File: src/rtl/lir_pkg.sv
// Package for the linear interpolation resampler.
// Holds block sizes, derived widths and step constants, and the beat types.
// No dependencies.
package lir_pkg;

    // Block sizes: IN_PER_BLOCK input positions map onto OUT_PER_BLOCK outputs
    localparam int IN_PER_BLOCK  = 2100;
    localparam int OUT_PER_BLOCK = 2048;

    localparam int SAMPLE_W = 12;
    localparam int RESULT_W = 16;
    localparam int WEIGHT_W = 16;

    // Position runs 0..IN_PER_BLOCK, output index runs 0..OUT_PER_BLOCK
    localparam int POS_W = $clog2(IN_PER_BLOCK + 1);
    localparam int IDX_W = $clog2(OUT_PER_BLOCK + 1);
    localparam int REM_W = (OUT_PER_BLOCK > 1) ? $clog2(OUT_PER_BLOCK) : 1;

    // Per-output step of j*IN/OUT, split into integer and remainder parts
    localparam int STEP_INT = IN_PER_BLOCK / OUT_PER_BLOCK;
    localparam int STEP_REM = IN_PER_BLOCK % OUT_PER_BLOCK;
    // Per-output step of the Q0.16 weight, again as quotient and remainder
    localparam int WSTEP_Q  = (STEP_REM * (2 ** WEIGHT_W)) / OUT_PER_BLOCK;
    localparam int WSTEP_R  = (STEP_REM * (2 ** WEIGHT_W)) % OUT_PER_BLOCK;

    localparam logic [POS_W-1:0] POS_LAST = POS_W'(IN_PER_BLOCK);
    localparam logic [IDX_W-1:0] IDX_DONE = IDX_W'(OUT_PER_BLOCK);
    localparam logic [IDX_W-1:0] IDX_LAST = IDX_W'(OUT_PER_BLOCK - 1);
    localparam logic [REM_W:0]   REM_MOD  = (REM_W + 1)'(OUT_PER_BLOCK);

    typedef struct packed {
        logic signed [SAMPLE_W-1:0] in_i;
        logic signed [SAMPLE_W-1:0] in_q;
    } in_beat_t;

    typedef struct packed {
        logic signed [RESULT_W-1:0] out_i;
        logic signed [RESULT_W-1:0] out_q;
        logic                       block_end;
    } out_beat_t;

    // Scheduler decision for the sample being accepted
    typedef struct packed {
        logic                emit;
        logic                last;
        logic [WEIGHT_W-1:0] weight;
    } sched_t;

endpackage

File: src/rtl/lir_sched.sv
// Output scheduler: tracks block position, output index, base and weight.
// Base and weight are stepped incrementally. Depends on lir_pkg.
module lir_sched (
    input  logic            clk,
    input  logic            rst_n,
    input  logic            accept,
    output lir_pkg::sched_t sched
);
    import lir_pkg::*;

    logic [POS_W-1:0]    pos_reg,  pos_next;
    logic [IDX_W-1:0]    idx_reg,  idx_next;
    logic [POS_W-1:0]    base_reg, base_next;
    logic [REM_W-1:0]    rem_reg,  rem_next;
    logic [WEIGHT_W-1:0] wt_reg,   wt_next;
    logic [REM_W-1:0]    r2_reg,   r2_next;

    logic [REM_W:0]      rem_sum, r2_sum;
    logic                wrap, wcarry, emit;
    logic [REM_W-1:0]    rem_adv, r2_adv;
    logic [POS_W-1:0]    base_adv;
    logic [WEIGHT_W-1:0] wt_adv;

    // base_j advances by IN/OUT with carry from the remainder
    assign rem_sum  = {1'b0, rem_reg} + (REM_W + 1)'(STEP_REM);
    assign wrap     = (rem_sum >= REM_MOD);
    assign rem_adv  = wrap ? REM_W'(rem_sum - REM_MOD) : REM_W'(rem_sum);
    assign base_adv = base_reg + POS_W'(STEP_INT) + POS_W'(wrap);

    // weight = floor(rem * 65536 / OUT), kept as quotient and remainder;
    // the wrap of rem drops exactly 65536, absorbed by the 16-bit wrap
    assign r2_sum   = {1'b0, r2_reg} + (REM_W + 1)'(WSTEP_R);
    assign wcarry   = (r2_sum >= REM_MOD);
    assign r2_adv   = wcarry ? REM_W'(r2_sum - REM_MOD) : REM_W'(r2_sum);
    assign wt_adv   = wt_reg + WEIGHT_W'(WSTEP_Q) + WEIGHT_W'(wcarry);

    assign emit = (pos_reg != '0) && (idx_reg < IDX_DONE) && (base_reg < pos_reg);

    assign sched.emit   = emit;
    assign sched.last   = (idx_reg == IDX_LAST);
    assign sched.weight = wt_reg;

    always_comb
    begin
        pos_next  = pos_reg;
        idx_next  = idx_reg;
        base_next = base_reg;
        rem_next  = rem_reg;
        wt_next   = wt_reg;
        r2_next   = r2_reg;
        if (accept)
        begin
            if (pos_reg >= POS_LAST)
            begin
                // block boundary: last sample becomes index 0 of next block
                pos_next  = POS_W'(1);
                idx_next  = '0;
                base_next = '0;
                rem_next  = '0;
                wt_next   = '0;
                r2_next   = '0;
            end
            else
            begin
                pos_next = pos_reg + POS_W'(1);
                if (emit)
                begin
                    idx_next  = idx_reg + IDX_W'(1);
                    base_next = base_adv;
                    rem_next  = rem_adv;
                    wt_next   = wt_adv;
                    r2_next   = r2_adv;
                end
            end
        end
    end

    always_ff @(posedge clk or negedge rst_n)
    begin
        if (!rst_n)
        begin
            pos_reg  <= '0;
            idx_reg  <= '0;
            base_reg <= '0;
            rem_reg  <= '0;
            wt_reg   <= '0;
            r2_reg   <= '0;
        end
        else
        begin
            pos_reg  <= pos_next;
            idx_reg  <= idx_next;
            base_reg <= base_next;
            rem_reg  <= rem_next;
            wt_reg   <= wt_next;
            r2_reg   <= r2_next;
        end
    end

    a_ranges: assert property (@(posedge clk) disable iff (!rst_n)
        (pos_reg <= POS_LAST) && (idx_reg <= IDX_DONE))
        else $error("lir_sched: position or output index out of range");

    a_remainders: assert property (@(posedge clk) disable iff (!rst_n)
        ({1'b0, rem_reg} < REM_MOD) && ({1'b0, r2_reg} < REM_MOD))
        else $error("lir_sched: step remainder not below block size");

    a_boundary: assert property (@(posedge clk) disable iff (!rst_n)
        accept && (pos_reg >= POS_LAST) |=> (pos_reg == POS_W'(1)) && (idx_reg == '0))
        else $error("lir_sched: block boundary did not restart the block");

    a_first_out: assert property (@(posedge clk) disable iff (!rst_n)
        (idx_reg == '0) |-> (base_reg == '0) && (wt_reg == '0))
        else $error("lir_sched: first output of block lacks zero base or weight");

endmodule

File: src/rtl/lir_interp.sv
// One channel of the interpolator: prev + (cur - prev) * w, rounded to Q1.15.
// Combinational; depends on lir_pkg.
module lir_interp (
    input  logic signed [lir_pkg::SAMPLE_W-1:0] prev,
    input  logic signed [lir_pkg::SAMPLE_W-1:0] cur,
    input  logic        [lir_pkg::WEIGHT_W-1:0] weight,
    output logic signed [lir_pkg::RESULT_W-1:0] result
);
    import lir_pkg::*;

    localparam int DIFF_W = SAMPLE_W + 1;
    localparam int PROD_W = DIFF_W + WEIGHT_W + 1;
    localparam int ACC_W  = PROD_W + 1;
    localparam int SHR_W  = ACC_W - (SAMPLE_W);

    logic signed [DIFF_W-1:0] diff;
    logic signed [PROD_W-1:0] prod;
    logic signed [ACC_W-1:0]  acc;
    logic signed [SHR_W-1:0]  shifted;

    localparam logic signed [SHR_W-1:0] SAT_HI = SHR_W'((2 ** (RESULT_W - 1)) - 1);
    localparam logic signed [SHR_W-1:0] SAT_LO = -SHR_W'(2 ** (RESULT_W - 1));

    // cur*w + prev*(65536-w) == prev*65536 + (cur-prev)*w
    assign diff = DIFF_W'(cur) - DIFF_W'(prev);
    assign prod = PROD_W'(diff) * $signed({1'b0, weight});
    assign acc  = (ACC_W'(prev) <<< WEIGHT_W) + ACC_W'(prod)
                + ACC_W'(2 ** (WEIGHT_W - (RESULT_W - SAMPLE_W) - 1));
    // round half up at bit 12, then floor shift
    assign shifted = SHR_W'(acc >>> (WEIGHT_W - (RESULT_W - SAMPLE_W)));

    always_comb
    begin
        if (shifted > SAT_HI)
            result = RESULT_W'(SAT_HI);
        else if (shifted < SAT_LO)
            result = RESULT_W'(SAT_LO);
        else
            result = RESULT_W'(shifted);
    end

endmodule

File: src/rtl/linear_interp_resampler_core.sv
// Top level of the linear interpolation resampler.
// Instantiates lir_sched and two lir_interp channels; depends on lir_pkg.
//
//  channel | handshake          | payload                  | direction
//  --------+--------------------+--------------------------+----------
//  in      | in_valid/in_ready  | in_data  (in_i, in_q)    | into core
//  out     | out_valid/out_ready| out_data (out_i, out_q,  | out of core
//          |                    |           block_end)     |
//
// One input sample is taken every cycle while in_ready is high. A sample that completes an output
// loads the slot register at its accepting edge, then moves into the output register and
// shows on out_data; the multiply stage between them sets the period.
// Reset clears the block position, output index and the valid flags; the
// first sample after reset is index 0 of the first block and gives no beat.
// A stall on out backs up through the slot register; in_ready falls only
// when both the slot and the output register are full and out_ready is low.
module linear_interp_resampler_core (
    input  logic               clk,
    input  logic               rst_n,
    input  logic               in_valid,
    output logic               in_ready,
    input  lir_pkg::in_beat_t  in_data,
    output logic               out_valid,
    input  logic               out_ready,
    output lir_pkg::out_beat_t out_data
);
    import lir_pkg::*;

    // control
    logic   accept;
    logic   out_free;
    logic   slot_free;
    sched_t sched;

    logic   slot_valid_reg, slot_valid_next;
    logic   out_valid_reg,  out_valid_next;

    // sample history, one sample back
    logic signed [SAMPLE_W-1:0] prev_i_reg, prev_q_reg;

    // slot register: the pair and weight of a pending output beat
    logic signed [SAMPLE_W-1:0] slot_prev_i_reg, slot_prev_q_reg;
    logic signed [SAMPLE_W-1:0] slot_cur_i_reg,  slot_cur_q_reg;
    logic        [WEIGHT_W-1:0] slot_weight_reg;
    logic                       slot_last_reg;

    logic signed [RESULT_W-1:0] res_i, res_q;
    out_beat_t                  out_data_reg;

    assign out_free  = !out_valid_reg || out_ready;
    assign slot_free = !slot_valid_reg || out_free;
    assign in_ready  = slot_free;
    assign accept    = in_valid && in_ready;

    lir_sched u_sched (
        .clk    (clk),
        .rst_n  (rst_n),
        .accept (accept),
        .sched  (sched)
    );

    lir_interp u_interp_i (
        .prev   (slot_prev_i_reg),
        .cur    (slot_cur_i_reg),
        .weight (slot_weight_reg),
        .result (res_i)
    );

    lir_interp u_interp_q (
        .prev   (slot_prev_q_reg),
        .cur    (slot_cur_q_reg),
        .weight (slot_weight_reg),
        .result (res_q)
    );

    always_comb
    begin
        if (accept && sched.emit)
            slot_valid_next = 1'b1;
        else if (out_free)
            slot_valid_next = 1'b0;
        else
            slot_valid_next = slot_valid_reg;

        out_valid_next = out_free ? slot_valid_reg : out_valid_reg;
    end

    always_ff @(posedge clk or negedge rst_n)
    begin
        if (!rst_n)
        begin
            slot_valid_reg <= 1'b0;
            out_valid_reg  <= 1'b0;
            prev_i_reg     <= '0;
            prev_q_reg     <= '0;
        end
        else
        begin
            slot_valid_reg <= slot_valid_next;
            out_valid_reg  <= out_valid_next;
            if (accept)
            begin
                prev_i_reg <= in_data.in_i;
                prev_q_reg <= in_data.in_q;
            end
        end
    end

    // payload, no reset needed
    always_ff @(posedge clk)
    begin
        if (accept && sched.emit)
        begin
            slot_prev_i_reg <= prev_i_reg;
            slot_prev_q_reg <= prev_q_reg;
            slot_cur_i_reg  <= in_data.in_i;
            slot_cur_q_reg  <= in_data.in_q;
            slot_weight_reg <= sched.weight;
            slot_last_reg   <= sched.last;
        end
        if (out_free && slot_valid_reg)
        begin
            out_data_reg.out_i     <= res_i;
            out_data_reg.out_q     <= res_q;
            out_data_reg.block_end <= slot_last_reg;
        end
    end

    assign out_valid = out_valid_reg;
    assign out_data  = out_data_reg;

    a_slot_hold: assert property (@(posedge clk) disable iff (!rst_n)
        slot_valid_reg && !out_free |=> slot_valid_reg)
        else $error("core: pending beat lost while output stalled");

    a_no_accept_full: assert property (@(posedge clk) disable iff (!rst_n)
        slot_valid_reg && out_valid_reg && !out_ready |-> !in_ready)
        else $error("core: input taken with both stages full");

    a_slot_drain: assert property (@(posedge clk) disable iff (!rst_n)
        slot_valid_reg && out_free |=> out_valid_reg)
        else $error("core: slot drained without output beat");

endmodule
File: config.mk
export PLATFORM = sky130hd
export DESIGN_NAME = linear_interp_resampler_core
export DESIGN_NICKNAME = d
export VERILOG_FILES = /design/src/rtl/lir_pkg.sv /design/src/rtl/lir_sched.sv /design/src/rtl/lir_interp.sv /design/src/rtl/linear_interp_resampler_core.sv
export SDC_FILE = /design/constraint.sdc
export NUM_CORES = 1
export LEC_CHECK = 0
export BUFFER_PORTS_ARGS = -buffer_cell sky130_fd_sc_hd__buf_2
export CAP_MARGIN = 25
export CORE_MARGIN = 2
export CORE_UTILIZATION = 46
export CTS_CLUSTER_SIZE = 8
export DETAILED_ROUTE_END_ITERATION = 12
export SYNTH_ARGS = -nofsm -noshare
export SYNTH_HDL_FRONTEND = slang
export SYNTH_SLANG_ARGS = --single-unit
File: constraint.sdc
create_clock -name clk -period 11.9 [get_ports clk]
set_input_delay 0.595 -clock clk [delete_from_list [all_inputs] [get_ports clk]]
set_output_delay 0.595 -clock clk [all_outputs]
set_load 0.01 [all_outputs]
Yosys cells after proc, flatten, opt, wreduce, memory -nomap -nowiden
Index checks and enable logic that the tools add are counted.
- add/subtract/negate cells: 15
- multiply operators: 2
- div/mod/pow operators: 0
- $lt $le $gt $ge: 9
- eq/ne operators: 1
- shift operators: 0
- multiplexer cells: 17
- bitwise gates (word level): 0
- reductions and logical operators: 15
- operators by type and width (operator ; count):
    11-bit two-way mux ; 6
    16-bit two-way mux ; 4
    28-bit by 30-bit adder with 31-bit output ; 2
    31-bit by 13-bit adder with 31-bit output, second input constant ; 2
    13-bit by 17-bit multiplier with 30-bit output ; 2
    12-bit two-way mux ; 5
    19-bit by 16-bit > comparator with 1-bit output, second input constant ; 2
    19-bit by 16-bit less-than comparator with 1-bit output, second input constant ; 2
    12-bit by 1-bit adder with 12-bit output, second input constant ; 3
    12-bit by 12-bit subtractor with 13-bit output ; 2
    12-bit >= comparator, second input constant ; 2
    11-bit by 1-bit subtractor with 11-bit output, second input constant ; 2
    16-bit by 1-bit adder with 16-bit output ; 1
    16-bit by 11-bit adder with 16-bit output, second input constant ; 1
    11-bit by 6-bit adder with 12-bit output, second input constant ; 1
    12-bit by 1-bit adder with 12-bit output ; 1
    12-bit by 11-bit == test with 1-bit output, second input constant ; 1
    11-bit by 12-bit >= comparator with 1-bit output, second input constant ; 1
    12-bit less-than comparator ; 1
    12-bit less-than comparator, second input constant ; 1
    12-bit nonzero test ; 1
    2-bit nonzero test ; 3
    1-bit logical AND ; 5
    3-bit AND reduction ; 1
    other kinds (4) ; 7
- bits in registers: 198
- latch bits: 0
- memory bits (writable): 0
- ROM bits: 0
- input port bits: 28
- output and inout port bits: 35
- word-level logic and storage cells: 78
- memories kept: 0

Depth between registers and ports, before layout
- word-level depth: 6
- gate-level depth with buffers: 36
- depth with buffers taken out: 34

Hierarchy
Synthesis repeated with hierarchy kept, for this count alone.
- cell total of the unflattened synthesis: 2470
- area, all modules: 23588.9 µm²
- by module, submodules not included (module ; instances ; cells an instance ; area each (µm²) ; seq. area each (µm²)):
    lir_interp (u_interp_q) ; 1 ; 949 ; 8062.7 ; 0.0
    lir_interp (u_interp_i) ; 1 ; 901 ; 7698.6 ; 0.0
    linear_interp_resampler_core ; 1 ; 245 ; 4459.3 ; 3593.4
    lir_sched ; 1 ; 375 ; 3368.2 ; 1351.3

Least setup slack after synthesis
OpenSTA, ideal clock, no wires.
- path type: reg-to-reg
- from: register slot_prev_i_reg[0]
- to: register out_data_reg (netlist bit out_data[20]) (data pin)
- library setup time: 0.129 ns
- data arrival time: 7.841 ns
- data required time: 11.771 ns
- setup slack: 3.930 ns
- cell stages (with the launch flop): 33
- buffers on the path: 2
- period minus slack after synthesis: 7.970 ns
- cell sequence: edfxtp_1 ha_1 fa_1 nor2b_1 o21ai_0 a21boi_1 o21ai_0 a21boi_0 o21ai_1 a21oi_1 a2111o_1 clkbuf_1 nand2_1 fa_1 inv_1 fa_1 inv_1 fa_1 fa_1 fa_1 inv_1 fa_1 inv_1 ha_1 inv_1 a21oi_1 o311ai_0 a31oi_1 o21ai_0 xor2_1 o31ai_2 buf_2 a21o_1
- word-level cells in the longest chain between the ends: 6
- elaborated cells between the ends (all ways): 7
- classes of those cells: add/sub: 3; mul: 1; order compare: 2; mux: 1
- ends and longest elaborated chain (what ; RTL line ; text):
    start: declaration ; linear_interp_resampler_core.sv:42 ; logic signed [SAMPLE_W-1:0] slot_prev_i_reg, slot_prev_q_reg;
    start signal: assignment ; linear_interp_resampler_core.sv:114 ; slot_prev_i_reg <= prev_i_reg;
    12-bit by 12-bit subtractor with 13-bit output ; lir_interp.sv:25 ; assign diff = DIFF_W'(cur) - DIFF_W'(prev);
    13-bit by 17-bit multiplier with 30-bit output ; lir_interp.sv:26 ; assign prod = PROD_W'(diff) * $signed({1'b0, weight});
    28-bit by 30-bit adder with 31-bit output (*) ; lir_interp.sv:27 ; assign acc = (ACC_W'(prev) <<< WEIGHT_W) + ACC_W'(prod)
    31-bit by 13-bit adder with 31-bit output (*) ; lir_interp.sv:28 ; + ACC_W'(2 ** (WEIGHT_W - (RESULT_W - SAMPLE_W) - 1));
    19-bit by 16-bit less-than comparator with 1-bit output ; lir_interp.sv:36 ; else if (shifted < SAT_LO)
    16-bit two-way mux ; lir_interp.sv:36 ;
    end: declaration ; linear_interp_resampler_core.sv:48 ; out_beat_t out_data_reg;
Every way passes the cells marked *; elsewhere a longest branch is shown, timed or not.
A chain may end at the register's enable or synchronous reset.

Worst setup path after layout
- from: register slot_prev_i_reg[0]
- to: register out_data_reg (netlist bit out_data[24]) (data pin)
The elaborated chain is that of the path after synthesis.

==> impl_metrics.csv <==
group,metric,value,unit
synth,syn_inst,2138,
die,start_util,0.467,
placement,io_buffers,62,
timing,setup_viol,0,
timing,hold_viol_final,0,
setup_path,path_buf_inv,3,
synth,async_flop_share,0.468,
grt,grt_max_degree,59,
setup_path,critPathArrivalTime,9.56,ns
synth,ys_seq_elements,171,
synth,syn-cell-area,0.0207,mm2
route,drc,0,
setup_path,critical_path_required,12.22,ns
finish,nFillCells,4192,
setup_path,cp_common_cell,"fa_1",
synth,synth_cell_type_count,64,
die,io_pins,63,
clock_tree,cts-root-buf,"clkbuf_16",
die,die_x,216,um
route,drt-vias-per-instance,5.07,
clock_tree,numClockSinks,171,
clock_tree,hold_buffers,0,
route,wirelength,42800,um
placement,hpwl,34300,um
timing,finalCritPeriodShare,0.776,
grt,grt_use_total,0.196,
finish,drive_gt1_frac,0.0621,
grt,grt_pass1_wl,74300,um
synth,ys.flop_type,"edfxtp_1",
timing,tns,0,ns
route,dr.first_iter.drc_count,612,
timing,tightestPinTransition,1.04,ns
finish,largest_reg_flops,33,
die,std_cell_rows,77,
timing,slew-limit-headroom,0.304,
clock_tree,cts_tree,"done",
setup_path,worst_setup_path_end_kind,"flop",
die,coreArea,0.0443,mm2
setup_path,path_delay_family,"adder cells",
finish,nets,2784,
setup_path,start_kind,"flop",
clock_tree,clk-insertion-delay-late,0.45,ns
die,die_y,216,um
grt,grt_remaining_overflow,0,
clock_tree,cts_made_buffers,17,
route,ant_nets,0,
placement,place_congestion,0.882,
finish,layout_commonest_cell,"inv_1",
finish,area_growth,8.52,%
clock_tree,clk_pin_slew,0.07,ns
clock_tree,cts_setup_buffers,0,
synth,synth_edf_count,91,
synth,ys.warnings.count,0,
clock_tree,clockBufferDepth,2,
setup_path,critPathKind,"flop to flop",
timing,fmax,108,MHz
timing,min_period,9.24,ns
setup_path,cp_max_fo,15,
job,drv_cap,0,
route,via_count,14420,
synth,synth-seq-area-share,0.229,
outcome,status,"complete, no violations",
finish,final_cell_mix,"inv_1, nand2_1, fa_1",
finish,num_antenna_cells,0,
setup_path,regToRegSetupSlack,2.66,ns
clock_tree,h-tree-depth,4,
timing,maxSlewViolCount,0,
synth,syn_avg_cell_area,9.68,um2
min_path,worstHoldPathType,"input port to async pin",
clock_tree,ctsResizeCount,0,
route,detail_route.wl_per_cell,15.0,um
setup_path,slowest_stage,"o31ai_2",
setup_path,cpPeakStageDelay,0.88,ns
die,dieArea,0.0467,mm2
timing,skew,0.0131,ns
timing,rsz0062_at_grt,"no",
grt,grt_pass1_vias,15273,
route,drtPass1Iterations,5,
grt,antenna_found_initial,0,
## path summary, 6_finish.rpt
kind | start | end | cells after the start
setup reg to reg | slot_prev_i_reg[0]$_DFFE_PP_ | out_data[24]$_SDFFCE_PN1P_ | 29
min in group clk | in_data[3] | slot_cur_q_reg[3]$_DFFE_PP_ | 1
hold reg to reg | slot_last_reg$_DFFE_PP_ | out_data[0]$_DFFE_PP_ | 0
setup / recovery | slot_prev_i_reg[0]$_DFFE_PP_ | out_data[24]$_SDFFCE_PN1P_ | 29
hold / removal | rst_n | u_sched.pos_reg[3]$_DFFE_PN0P_ | 1
max in group asynchronous | rst_n | prev_q_reg[6]$_DFFE_PN0P_ | 2
## cells in the mapped netlist (4+ instances only)
| library cell | count | area, um2 |
|---|---|---|
| inv_1 | 422 | 1580 |
| nand2_1 | 304 | 1140 |
| fa_1 | 298 | 5970 |
| ha_1 | 218 | 2730 |
| edfxtp_1 | 91 | 2730 |
| dfrtp_1 | 80 | 2000 |
| a21oi_1 | 72 | 360 |
| nor2_1 | 66 | 248 |
| and2_1 | 62 | 388 |
| o21ai_0 | 58 | 290 |
| a21o_1 | 54 | 405 |
| clkbuf_1 | 53 | 199 |
| xnor2_1 | 39 | 342 |
| nor2b_1 | 36 | 225 |
| nand3_1 | 27 | 135 |
| nand2b_1 | 24 | 150 |
| nor3_1 | 23 | 115 |
| xor2_1 | 20 | 175 |
| or3_1 | 16 | 100 |
| mux2i_1 | 14 | 140 |
| o31ai_1 | 14 | 105 |
| nand4_1 | 13 | 81.3 |
| or4_1 | 13 | 97.6 |
| and3_1 | 10 | 62.6 |
| a21boi_0 | 9 | 67.6 |
| mux2_2 | 8 | 90.1 |
| a211o_1 | 7 | 61.3 |
| a31oi_1 | 7 | 43.8 |
| buf_2 | 7 | 35.0 |
| o211ai_1 | 7 | 52.6 |
| a211oi_1 | 5 | 37.5 |
| o21a_1 | 5 | 37.5 |
| or2_2 | 5 | 31.3 |
| a31o_2 | 4 | 35.0 |
## routing by layer
metal,up-vias,GRT usage,share of wire
met5,-,0,0
met4,0,0.0477,0.015
met3,38,0.0185,0.026
met2,175,0.347,0.51
met1,7284,0.259,0.45
li1,6923,-,-
## worst reg2reg max path, delay by kind of cell (launching register included)
kind / cells / cell delay (ns)
adders and majority gates: 9 / 4.09
AOI/OAI and AO/OA: 12 / 3.14
xor gates and xnor gates: 2 / 0.79
and+or+nand+nor: 3 / 0.52
DFF: 1 / 0.43
buffers and inverters: 3 / 0.17
## kinds of logic (layout without fill, tap and decap cells)
group                      after synthesis  count (layout)  synth area share
xor gates and xnor gates                59              59            0.0250
other                                    2              72          0.000363
buffers and inverters                  485             530            0.0887
AOI/OAI and AO/OA                      279             279            0.0906
muxes                                   22              22            0.0111
and+or+nand+nor                        604             604             0.136
adders and majority gates              516             516             0.420
DFF                                    171             171             0.229
## metrics by stage
stage	std cells	hold slack, ns	worst slack, ns	util	instance area (um2)
finish	2845	0.0679	2.66	0.507	22500
global route	2845	0.0760	1.99	0.507	22500
CTS	2844	0.0569	2.66	0.507	22500
detailed placement	2812	0.417	2.72	0.494	21900
global placement	2811	0.414	2.96	0.493	21900
floorplan	2208	0.299	3.93	-	21000
## area by class of cell
type	count	area, um2	share of cell area
Clock inverter	12	86.3	0.00384
Inverter	422	1580	0.0705
Multi-Input combinational cell	1552	14400	0.641
Sequential cell	171	4730	0.211
Clock buffer	20	478	0.0213
Tap cell	592	741	0.0330
Timing Repair Buffer	76	445	0.0198
Power is not shown: default switching activity piles up to over one toggle a cycle in this logic, so the estimate is an artifact.
